<file path="src/hw/rtl/mslsg_pkg.sv">
`default_nettype none

package mslsg_pkg;

    localparam int SLOTS   = 8;
    localparam int SLOT_AW = (SLOTS > 1) ? $clog2(SLOTS) : 1;
    // Mask is eight bits wide, so a tick never scans past slot seven.
    localparam int SCAN_N  = (SLOTS < 8) ? SLOTS : 8;
    localparam int CNT_W   = 4;

    localparam logic [7:0] NO_MIRROR = 8'd255;

    localparam logic KIND_PREPARE = 1'b0;
    localparam logic KIND_TICK    = 1'b1;

    typedef struct packed {
        logic signed [15:0] pos_now;
        logic signed [15:0] pos_end;
        logic [7:0]         val_now;
        logic [7:0]         val_end;
        logic signed [16:0] delta_pos;
        logic [7:0]         delta_val;
        logic signed [17:0] err;
        logic               dir;
        logic               steep;
        logic [7:0]         mirror;
    } slot_st_t;

    localparam slot_st_t SLOT_RESET = '{
        pos_now:   16'sd0,
        pos_end:   16'sd0,
        val_now:   8'd0,
        val_end:   8'd0,
        delta_pos: 17'sd0,
        delta_val: 8'd0,
        err:       18'sd0,
        dir:       1'b0,
        steep:     1'b0,
        mirror:    NO_MIRROR
    };

    typedef struct packed {
        logic               wr;
        logic               clr;
        logic [SLOT_AW-1:0] addr;
        slot_st_t           data;
    } ram_wr_t;

    typedef struct packed {
        logic       push;
        logic       close;
        logic [2:0] slot;
        logic [6:0] value;
    } res_req_t;

    typedef enum logic [2:0] {
        ST_IDLE,
        ST_READ,
        ST_EVAL,
        ST_LOOP,
        ST_EMIT,
        ST_CLOSE
    } ctrl_state_t;

endpackage

`default_nettype wire

</file>
<file path="src/hw/rtl/mslsg_slot_ram.sv">
`default_nettype none

module mslsg_slot_ram
    import mslsg_pkg::*;
(
    input  wire logic               clk,
    input  wire logic               rst_n,
    input  wire ram_wr_t            wr,
    input  wire logic               rd_en,
    input  wire logic [SLOT_AW-1:0] rd_addr,
    output slot_st_t                rd_data
);

    slot_st_t           mem [SLOTS];
    slot_st_t           rd_data_reg;
    logic [SLOTS-1:0]   valid_reg;
    logic [SLOTS-1:0]   valid_next;
    logic               rd_valid_reg;
    logic               rd_valid_next;

    // Store only; an entry that is not valid reads as the reset state.
    always_ff @(posedge clk)
    begin
        if (wr.wr && !wr.clr)
        begin
            mem[wr.addr] <= wr.data;
        end
        if (rd_en)
        begin
            rd_data_reg <= mem[rd_addr];
        end
    end

    always_comb
    begin
        valid_next    = valid_reg;
        rd_valid_next = rd_valid_reg;
        if (wr.wr)
        begin
            valid_next[wr.addr] = !wr.clr;
        end
        if (rd_en)
        begin
            rd_valid_next = valid_reg[rd_addr];
        end
    end

    always_ff @(posedge clk or negedge rst_n)
    begin
        if (!rst_n)
        begin
            valid_reg    <= '0;
            rd_valid_reg <= 1'b0;
        end
        else
        begin
            valid_reg    <= valid_next;
            rd_valid_reg <= rd_valid_next;
        end
    end

    assign rd_data = rd_valid_reg ? rd_data_reg : SLOT_RESET;

    a_no_same_entry: assert property (@(posedge clk) disable iff (!rst_n)
        (wr.wr && rd_en) |-> (wr.addr != rd_addr))
        else $error("slot ram read and write hit the same entry");

endmodule

`default_nettype wire

</file>
<file path="src/hw/rtl/mslsg_out_buf.sv">
`default_nettype none

module mslsg_out_buf
    import mslsg_pkg::*;
(
    input  wire logic     clk,
    input  wire logic     rst_n,
    input  wire res_req_t req,
    output logic          req_ready,
    output logic          out_valid,
    input  wire logic     out_ready,
    output logic [2:0]    slot_out,
    output logic [6:0]    value,
    output logic          last
);

    logic       pend_valid_reg, pend_valid_next;
    logic [2:0] pend_slot_reg, pend_slot_next;
    logic [6:0] pend_value_reg, pend_value_next;
    logic       out_valid_reg, out_valid_next;
    logic [2:0] slot_out_reg, slot_out_next;
    logic [6:0] value_reg, value_next;
    logic       last_reg, last_next;
    logic       out_free;
    logic       fire_push;
    logic       fire_close;
    logic       load_out;

    // Hold the newest word back until the next one or the end of the tick
    // tells whether it is the last.
    assign out_free   = !out_valid_reg || out_ready;
    assign req_ready  = !pend_valid_reg || out_free;
    assign fire_push  = req.push && req_ready;
    assign fire_close = req.close && req_ready;
    assign load_out   = pend_valid_reg && (fire_push || fire_close);

    always_comb
    begin
        pend_valid_next = pend_valid_reg;
        pend_slot_next  = pend_slot_reg;
        pend_value_next = pend_value_reg;
        out_valid_next  = out_valid_reg;
        slot_out_next   = slot_out_reg;
        value_next      = value_reg;
        last_next       = last_reg;
        if (load_out)
        begin
            out_valid_next = 1'b1;
            slot_out_next  = pend_slot_reg;
            value_next     = pend_value_reg;
            last_next      = fire_close;
        end
        else if (out_ready)
        begin
            out_valid_next = 1'b0;
        end
        if (fire_push)
        begin
            pend_valid_next = 1'b1;
            pend_slot_next  = req.slot;
            pend_value_next = req.value;
        end
        else if (fire_close)
        begin
            pend_valid_next = 1'b0;
        end
    end

    always_ff @(posedge clk or negedge rst_n)
    begin
        if (!rst_n)
        begin
            pend_valid_reg <= 1'b0;
            out_valid_reg  <= 1'b0;
        end
        else
        begin
            pend_valid_reg <= pend_valid_next;
            out_valid_reg  <= out_valid_next;
        end
    end

    always_ff @(posedge clk)
    begin
        pend_slot_reg  <= pend_slot_next;
        pend_value_reg <= pend_value_next;
        slot_out_reg   <= slot_out_next;
        value_reg      <= value_next;
        last_reg       <= last_next;
    end

    assign out_valid = out_valid_reg;
    assign slot_out  = slot_out_reg;
    assign value     = value_reg;
    assign last      = last_reg;

    a_push_close_apart: assert property (@(posedge clk) disable iff (!rst_n)
        req.push |-> !req.close)
        else $error("push and close requested together");

    a_close_drains: assert property (@(posedge clk) disable iff (!rst_n)
        fire_close |=> !pend_valid_reg)
        else $error("held word survived the end of a tick");

endmodule

`default_nettype wire

</file>
<file path="src/hw/rtl/mslsg_ctrl.sv">
`default_nettype none

module mslsg_ctrl
    import mslsg_pkg::*;
(
    input  wire logic        clk,
    input  wire logic        rst_n,
    input  wire logic        in_valid,
    output logic             in_ready,
    input  wire logic        kind,
    input  wire logic [2:0]  slot,
    input  wire logic [13:0] start_pos,
    input  wire logic [13:0] end_pos,
    input  wire logic [6:0]  start_value,
    input  wire logic [6:0]  end_value,
    input  wire logic [7:0]  enable_mask,
    output ram_wr_t          wr,
    output logic             rd_en,
    output logic [SLOT_AW-1:0] rd_addr,
    input  wire slot_st_t    rd_data,
    output res_req_t         req,
    input  wire logic        req_ready
);

    ctrl_state_t        state_reg, state_next;
    logic [CNT_W-1:0]   cnt_reg, cnt_next;
    logic [7:0]         mask_reg, mask_next;
    slot_st_t           work_reg, work_next;
    logic signed [15:0] old_pos_reg, old_pos_next;
    logic [7:0]         val_orig_reg, val_orig_next;
    logic [6:0]         res_val_reg, res_val_next;
    logic               res_clr_reg, res_clr_next;

    logic               accept;
    logic               scan_done;
    logic               slot_on;
    logic               slot_ok;

    // prepare
    logic signed [17:0] pp0, pp1, pv0, pv1, dpr, dvr, adp, adv;
    logic signed [17:0] sp0, sp1, sv0, sv1, dp, dv, dpm, dvm, dp2, dv2, ierr;
    logic               steep, swap, idir;
    slot_st_t           prep;

    // steep step on the word just read
    logic               st_gt;
    logic [7:0]         st_val;
    logic signed [17:0] st_err;
    logic signed [15:0] st_pos;
    logic               st_done;

    // one iteration of the shallow walk
    logic               lp_gt;
    logic signed [15:0] lp_pos;
    logic signed [17:0] lp_err;
    logic [7:0]         lp_val;
    logic               lp_clear;
    logic               lp_moved;
    logic [7:0]         mir_val;

    assign accept    = in_valid && in_ready;
    assign scan_done = (cnt_reg == CNT_W'(SCAN_N));
    assign slot_on   = mask_reg[cnt_reg[2:0]];
    assign slot_ok   = (int'(slot) < SLOTS);

    always_comb
    begin
        pp0 = $signed({4'b0, start_pos});
        pp1 = $signed({4'b0, end_pos});
        pv0 = $signed({11'b0, start_value});
        pv1 = $signed({11'b0, end_value});
        dpr = pp1 - pp0;
        dvr = pv1 - pv0;
        adp = (dpr < 0) ? -dpr : dpr;
        adv = (dvr < 0) ? -dvr : dvr;
        steep = (adv < adp);
        swap  = !steep && (pv0 > pv1);
        sp0 = swap ? pp1 : pp0;
        sp1 = swap ? pp0 : pp1;
        sv0 = swap ? pv1 : pv0;
        sv1 = swap ? pv0 : pv1;
        dp  = sp1 - sp0;
        dv  = sv1 - sv0;
        dpm = (dp < 0) ? -dp : dp;
        dvm = (dv < 0) ? -dv : dv;
        if (steep)
        begin
            idir = (dv < 0);
            dv2  = dvm + dvm;
            dp2  = dp + dp;
            ierr = dv2 - dp;
        end
        else
        begin
            idir = (dp < 0);
            dp2  = dpm + dpm;
            dv2  = dv + dv;
            ierr = dp2 - dv;
        end
        prep.pos_now   = 16'(sp0);
        prep.pos_end   = 16'(sp1);
        prep.val_now   = 8'(sv0);
        prep.val_end   = 8'(sv1);
        prep.delta_pos = 17'(dp2);
        prep.delta_val = 8'(dv2);
        prep.err       = ierr;
        prep.dir       = idir;
        prep.steep     = steep;
        prep.mirror    = swap ? 8'(sv0) : NO_MIRROR;
    end

    always_comb
    begin
        st_gt   = (rd_data.err > 18'sd0);
        st_val  = rd_data.val_now;
        st_err  = rd_data.err;
        if (st_gt)
        begin
            st_val = rd_data.dir ? (rd_data.val_now - 8'd1) : (rd_data.val_now + 8'd1);
            st_err = rd_data.err - 18'(rd_data.delta_pos);
        end
        st_err  = st_err + $signed({10'b0, rd_data.delta_val});
        st_pos  = rd_data.pos_now + 16'sd1;
        st_done = (st_pos >= rd_data.pos_end);
    end

    always_comb
    begin
        lp_gt  = (work_reg.err > 18'sd0);
        lp_pos = work_reg.pos_now;
        lp_err = work_reg.err;
        if (lp_gt)
        begin
            lp_pos = work_reg.dir ? (work_reg.pos_now - 16'sd1) : (work_reg.pos_now + 16'sd1);
            lp_err = work_reg.err - $signed({10'b0, work_reg.delta_val});
        end
        lp_err   = lp_err + 18'(work_reg.delta_pos);
        lp_val   = work_reg.val_now + 8'd1;
        lp_clear = (lp_val >= work_reg.val_end);
        lp_moved = (lp_pos != old_pos_reg);
        mir_val  = work_reg.val_end - val_orig_reg + work_reg.mirror;
    end

    // next state
    always_comb
    begin
        state_next = state_reg;
        case (state_reg)
            ST_IDLE:
            begin
                if (accept && (kind == KIND_TICK))
                begin
                    state_next = ST_READ;
                end
            end
            ST_READ:
            begin
                if (scan_done)
                begin
                    state_next = ST_CLOSE;
                end
                else if (slot_on)
                begin
                    state_next = ST_EVAL;
                end
            end
            ST_EVAL:
            begin
                if (rd_data.delta_val == 8'd0)
                begin
                    state_next = ST_READ;
                end
                else if (rd_data.steep)
                begin
                    state_next = st_done ? ST_CLOSE : ST_EMIT;
                end
                else
                begin
                    state_next = ST_LOOP;
                end
            end
            ST_LOOP:
            begin
                if (lp_clear || lp_moved)
                begin
                    state_next = ST_EMIT;
                end
            end
            ST_EMIT:
            begin
                if (req_ready)
                begin
                    state_next = ST_READ;
                end
            end
            ST_CLOSE:
            begin
                if (req_ready)
                begin
                    state_next = ST_IDLE;
                end
            end
            default:
            begin
                state_next = ST_IDLE;
            end
        endcase
    end

    // outputs
    always_comb
    begin
        in_ready  = 1'b0;
        rd_en     = 1'b0;
        rd_addr   = cnt_reg[SLOT_AW-1:0];
        wr.wr     = 1'b0;
        wr.clr    = 1'b0;
        wr.addr   = cnt_reg[SLOT_AW-1:0];
        wr.data   = work_reg;
        req.push  = 1'b0;
        req.close = 1'b0;
        req.slot  = 3'(cnt_reg);
        req.value = res_val_reg;
        case (state_reg)
            ST_IDLE:
            begin
                in_ready = 1'b1;
                wr.addr  = SLOT_AW'(slot);
                wr.data  = prep;
                wr.wr    = accept && (kind == KIND_PREPARE) && slot_ok;
            end
            ST_READ:
            begin
                rd_en = !scan_done && slot_on;
            end
            ST_EVAL:
            begin
                // Finished steep slot: drop it and end the scan.
                wr.wr  = (rd_data.delta_val != 8'd0) && rd_data.steep && st_done;
                wr.clr = 1'b1;
            end
            ST_EMIT:
            begin
                req.push = 1'b1;
                wr.wr    = req_ready;
                wr.clr   = res_clr_reg;
            end
            ST_CLOSE:
            begin
                req.close = 1'b1;
            end
            default:
            begin
                in_ready = 1'b0;
            end
        endcase
    end

    // datapath registers
    always_comb
    begin
        cnt_next      = cnt_reg;
        mask_next     = mask_reg;
        work_next     = work_reg;
        old_pos_next  = old_pos_reg;
        val_orig_next = val_orig_reg;
        res_val_next  = res_val_reg;
        res_clr_next  = res_clr_reg;
        case (state_reg)
            ST_IDLE:
            begin
                if (accept && (kind == KIND_TICK))
                begin
                    mask_next = enable_mask;
                    cnt_next  = '0;
                end
            end
            ST_READ:
            begin
                if (!scan_done && !slot_on)
                begin
                    cnt_next = cnt_reg + CNT_W'(1);
                end
            end
            ST_EVAL:
            begin
                work_next     = rd_data;
                old_pos_next  = rd_data.pos_now;
                val_orig_next = rd_data.val_now;
                res_val_next  = rd_data.val_now[6:0];
                res_clr_next  = 1'b0;
                if (rd_data.delta_val == 8'd0)
                begin
                    cnt_next = cnt_reg + CNT_W'(1);
                end
                else if (rd_data.steep)
                begin
                    work_next.val_now = st_val;
                    work_next.err     = st_err;
                    work_next.pos_now = st_pos;
                end
            end
            ST_LOOP:
            begin
                work_next.pos_now = lp_pos;
                work_next.err     = lp_err;
                work_next.val_now = lp_val;
                if (lp_clear)
                begin
                    res_clr_next = 1'b1;
                    res_val_next = val_orig_reg[6:0];
                end
                else if (lp_moved)
                begin
                    res_clr_next = 1'b0;
                    res_val_next = (work_reg.mirror != NO_MIRROR) ? mir_val[6:0]
                                                                  : val_orig_reg[6:0];
                end
            end
            ST_EMIT:
            begin
                if (req_ready)
                begin
                    cnt_next = cnt_reg + CNT_W'(1);
                end
            end
            default:
            begin
                cnt_next = cnt_reg;
            end
        endcase
    end

    always_ff @(posedge clk or negedge rst_n)
    begin
        if (!rst_n)
        begin
            state_reg <= ST_IDLE;
            cnt_reg   <= '0;
        end
        else
        begin
            state_reg <= state_next;
            cnt_reg   <= cnt_next;
        end
    end

    always_ff @(posedge clk)
    begin
        mask_reg     <= mask_next;
        work_reg     <= work_next;
        old_pos_reg  <= old_pos_next;
        val_orig_reg <= val_orig_next;
        res_val_reg  <= res_val_next;
        res_clr_reg  <= res_clr_next;
    end

    a_loop_shallow: assert property (@(posedge clk) disable iff (!rst_n)
        (state_reg == ST_LOOP) |-> (!work_reg.steep && (work_reg.delta_val != 8'd0)))
        else $error("walk loop entered for a steep or idle slot");

endmodule

`default_nettype wire

</file>
<file path="src/hw/rtl/multi_slot_line_slide_generator.sv">
// Multi-slot line slide generator: a shared line stepper, state per slot in
// a small synchronous slot memory that is read, stepped and written back.
// Input channel (in_valid/in_ready): a word with kind = prepare loads one
// slot from start/end position and value; it gives no output, and the block
// is ready again on the next cycle. A word with kind = tick scans slots 0
// upward: each slot enabled in enable_mask and still active gives one
// output word (slot_out, value), in slot order, with last set on the final
// word of that tick. A steep slot that reaches its end is dropped without
// output and ends the scan.
// Tick sequence: a masked-out slot is skipped; a steep slot is read,
// evaluated and emitted; a shallow slot is read and evaluated, then walks
// one value step per iteration until its position moves or its value
// reaches the end, and is emitted; a closing step ends the tick. The next
// word is taken once the tick is closed.
// Output channel (out_valid/out_ready): registered, with one held-back word
// to mark last. A stalled receiver holds the scan; no word is lost.
// Reset clears all slots to inactive at once through per-slot valid bits.
`default_nettype none

module multi_slot_line_slide_generator
    import mslsg_pkg::*;
(
    input  wire logic        clk,
    input  wire logic        rst_n,
    input  wire logic        in_valid,
    output logic             in_ready,
    input  wire logic        kind,
    input  wire logic [2:0]  slot,
    input  wire logic [13:0] start_pos,
    input  wire logic [13:0] end_pos,
    input  wire logic [6:0]  start_value,
    input  wire logic [6:0]  end_value,
    input  wire logic [7:0]  enable_mask,
    output logic             out_valid,
    input  wire logic        out_ready,
    output logic [2:0]       slot_out,
    output logic [6:0]       value,
    output logic             last
);

    ram_wr_t            wr;
    logic               rd_en;
    logic [SLOT_AW-1:0] rd_addr;
    slot_st_t           rd_data;
    res_req_t           req;
    logic               req_ready;

    // Sequencer: scan, step and write back one slot at a time.
    mslsg_ctrl u_ctrl (
        .clk         (clk),
        .rst_n       (rst_n),
        .in_valid    (in_valid),
        .in_ready    (in_ready),
        .kind        (kind),
        .slot        (slot),
        .start_pos   (start_pos),
        .end_pos     (end_pos),
        .start_value (start_value),
        .end_value   (end_value),
        .enable_mask (enable_mask),
        .wr          (wr),
        .rd_en       (rd_en),
        .rd_addr     (rd_addr),
        .rd_data     (rd_data),
        .req         (req),
        .req_ready   (req_ready)
    );

    // Slot state store with a registered read.
    mslsg_slot_ram u_ram (
        .clk     (clk),
        .rst_n   (rst_n),
        .wr      (wr),
        .rd_en   (rd_en),
        .rd_addr (rd_addr),
        .rd_data (rd_data)
    );

    // Output register plus held word for the last flag.
    mslsg_out_buf u_out (
        .clk       (clk),
        .rst_n     (rst_n),
        .req       (req),
        .req_ready (req_ready),
        .out_valid (out_valid),
        .out_ready (out_ready),
        .slot_out  (slot_out),
        .value     (value),
        .last      (last)
    );

endmodule

`default_nettype wire
</file>
<file path="config.mk">
export PLATFORM = sky130hd
export DESIGN_NAME = multi_slot_line_slide_generator
export DESIGN_NICKNAME = d
export VERILOG_FILES = /design/src/hw/rtl/mslsg_pkg.sv /design/src/hw/rtl/mslsg_slot_ram.sv /design/src/hw/rtl/mslsg_out_buf.sv /design/src/hw/rtl/mslsg_ctrl.sv /design/src/hw/rtl/multi_slot_line_slide_generator.sv
export SDC_FILE = /design/constraint.sdc
export NUM_CORES = 2
export LEC_CHECK = 0
export ABC_AREA = 1
export BUFFER_PORTS_ARGS = -buffer_cell sky130_fd_sc_hd__buf_2
export CAP_MARGIN = 20
export CORE_AREA = 3 3 315 317
export DETAILED_ROUTE_END_ITERATION = 6
export DIE_AREA = 0 0 318 320
export PLACE_DENSITY = 0.76
export SYNTH_ARGS = -nofsm -noshare
export SYNTH_HDL_FRONTEND = slang
export SYNTH_SLANG_ARGS = --single-unit
export TNS_END_PERCENT = 5
</file>
<file path="constraint.sdc">
create_clock -name clk -period 15.7 [get_ports clk]
set_input_delay 3.925 -clock clk [delete_from_list [all_inputs] [get_ports clk]]
set_output_delay 3.925 -clock clk [all_outputs]
set_load 0.05 [all_outputs]
</file>
==> impl_results.md <==
* Clock buffer depth at 3
* RSZ-0062 raised after global routing: no
* Gpl congestion at 0.973
* Io pins at 71
* Hold Crit Class: reg -> reg
* Largest net degree at the start of global routing at 117
* Outcome: complete, no violations
* Post-layout util at 0.604
* CP endpoint kind: flip-flop
* Worst vdd ir at 0.112 mV
* Layout cells sized above 1 at 0.0727
* Main synth FF type: edfxtp_1
* Final Hold Fails at 0
* Largest area contributor in the netlist: edfxtp_1
* Fin crit period at 13,320 ps
* Slew HR at 0.259
* WL final at 143 mm
* CP max FO at 66
* 1st-pass router iterations at 5
* Unique masters post-synth at 63
* Post-DR vias/cell at 5.96
* Setup violations, final at 0
* Actual slew at the worst max-slew pin at 1110 ps
* Synth warn at 0
* Clk sinks at 1,088
* CP max stage delay at 740 ps
* Fillers at 7,633
* Post-synth top cells: 1,070 x edfxtp_1, 936 x nor2_1, 682 x nand2_1, 606 x o21ai_0, 413 x inv_1
* Post-synthesis cell area at 53,100 sq um
* Routed wl met2 at 63.7 mm
* Initial antenna violation count at 13
* Fin nets at 5,394
* CP Buf/Inv Count at 12
* Wirelength per Cell at 21.9 microns
* Cts repair resizes at 0
* Die ar. at 102,000 sq um
* Worst-skew pair later-pin latency at 700 ps
* Die width at 318 microns
* DR top layer: met5
* # Post-CTS Setup Buffers at 0
* Reg area at 32,600 sq um
* Initial core utilization at 0.550
* H-Tree Depth at 3
* Final setup TNS at 0 ps
* Area of the multi-input gates at 18,100 sq um
* Post-DRT Antenna Nets at 0
* Pwr Density at 212 nW/um^2
* DR iter-0 viols at 4,594
* Post-DP HPWL at 89.2 mm
* Total GRT Usage at 0.275
* DRC viols at 0
* MaxCap Viol Count at 0
* Critical Path AT at 13,730 ps
* Post-Synthesis Cells at 5,130
* CTS tree: done
* Leak Pwr at 22.4 nW
* Vias at 38,800
* Pins over their slew limit at 0
* Synth top area share at 0.605
* Top post-synthesis cells by area: edfxtp_1 61%, nor2_1 6.6%, o21ai_0 5.7%
* Most frequent cell after synthesis: edfxtp_1
* Number of synthesized flops with an enable pin at 1,070
* Met3 Wirelength at 15.6 mm
* Final period utilization at 0.849
* Number of port buffers at 70
* Die height at 320 microns
* Vias in the first global route at 37,000
* Syn Area/Cell at 10.4 sq um
* Part of the Yosys area used for sequential elements at 0.614
* WP data required at 16,110 ps
* Grt total ovfl at 0
* Root Buffer: clkbuf_16
* Global-route wire length before repair at 217 mm
* Fmax at 0.0751 GHz
* Crit path launch type: input pin
* Core area at 96,600 sq um
* Row cnt at 114
* Hold-fix buffers, CTS at 0
* Kind of critical path: in -> reg
* Clk slew on worst S/H paths at 60 ps
* P&R area growth vs syn at 9.85%
* Wire length on met1 at 59.4 mm
* Max reg flops at 808
* Clock buffer count from CTS at 106
* Crit path max-delay family: simple AND/OR/NAND/NOR gates
* Slowest cell on crit path: nand3_4
* Worst Skew at 30.0 ps
* Async set-or-reset flop fraction in the synthesized netlist at 0.0165
* Number of synthesized register bits at 1,088
-- final timing paths --
kind | from | end | slack [ps] | cells after the start
min in group asynchronous | rst_n | u_ram.valid_reg[5] | 3210 | 1
worst max register to register | u_ram.rd_valid_reg | u_ram.mem[7][70] | 8600 | 24
worst min register to register | u_out.pend_slot_reg[1] | u_out.slot_out[1] | 420 | 0
worst max-delay path | end_pos[0] | u_ram.mem[7][24] | 2380 | 55
max in group asynchronous | rst_n | u_ctrl.cnt_reg[1] | 12080 | 1
worst min-delay path | u_out.pend_slot_reg[1] | u_out.slot_out[1] | 420 | 0
-- cell families after synthesis --
logic type               count (synthesis)  share of synthesized area
adder cells (fa/ha/maj)                195                     0.0482
AO/OA/AOI/OAI                         1147                      0.121
other                                    2                   0.000141
flip-flops                            1088                      0.614
AND/OR/NAND/NOR                       1866                      0.142
XOR/XNOR                               161                     0.0267
buffers and inverters                  671                     0.0488
-- layout make-up --
class                   count  share of cell area
repair buffers            129              0.0152
clock buffers             134              0.0491
diodes                     10            0.000429
well taps                1276              0.0274
flip-flops and latches   1088               0.559
clock inverters            60              0.0112
inverters                 427              0.0278
multi-input cells        3389               0.310
-- per-stage QoR --
stage	total power, W	instance area [sq um]	hold slack (ps)	worst slack (ps)	instances
2_1_floorplan	0.00819	53200	400	3890	5148
3_3_place_gp	0.00958	54700	402	2230	6300
3_5_place_dp	0.00971	54700	405	2080	6303
4_1_cts	0.0123	58200	414	2730	6497
5_1_grt	0.0131	58300	431	1500	6503
6_report	0.0124	58300	420	2380	6513
-- metal layers --
layer	vias to the layer above	global-route usage
met1	18700	0.393
met5	-	0
li1	17900	-
met3	263	0.0544
met4	4	0.0896
met2	1924	0.426
-- placed cells by master, fill, tap and decap left out, types with 9 or more instances in the layout --
cell / count
a21oi_1: 152
a22oi_1: 14
a31oi_1: 125
buf_2: 70
buf_4: 48
bufinv_16: 12
clkbuf_1: 21
clkbuf_16: 109
clkinv_1: 19
clkinv_2: 12
clkinvlp_4: 9
conb_1: 20
dfrtp_1: 15
diode_2: 10
edfxtp_1: 1070
fa_1: 16
ha_1: 179
inv_1: 411
inv_2: 10
nand2_1: 682
nand2_2: 19
nand3_1: 102
nand4_1: 36
nor2_1: 923
nor2_4: 12
nor3_1: 27
nor4_1: 14
o211ai_1: 34
o21ai_0: 606
o21ai_1: 28
o21bai_1: 11
o221ai_1: 17
o22ai_1: 114
or2_2: 16
xnor2_1: 53
xor2_1: 107
-- report_power, final --
part           internal, W  total (W)  switching [W]
sequential         0.00439    0.00467       0.000276
clock              0.00149    0.00258        0.00109
combinational      0.00150    0.00513        0.00363
Note: power is estimated with default switching activity, not from simulation.
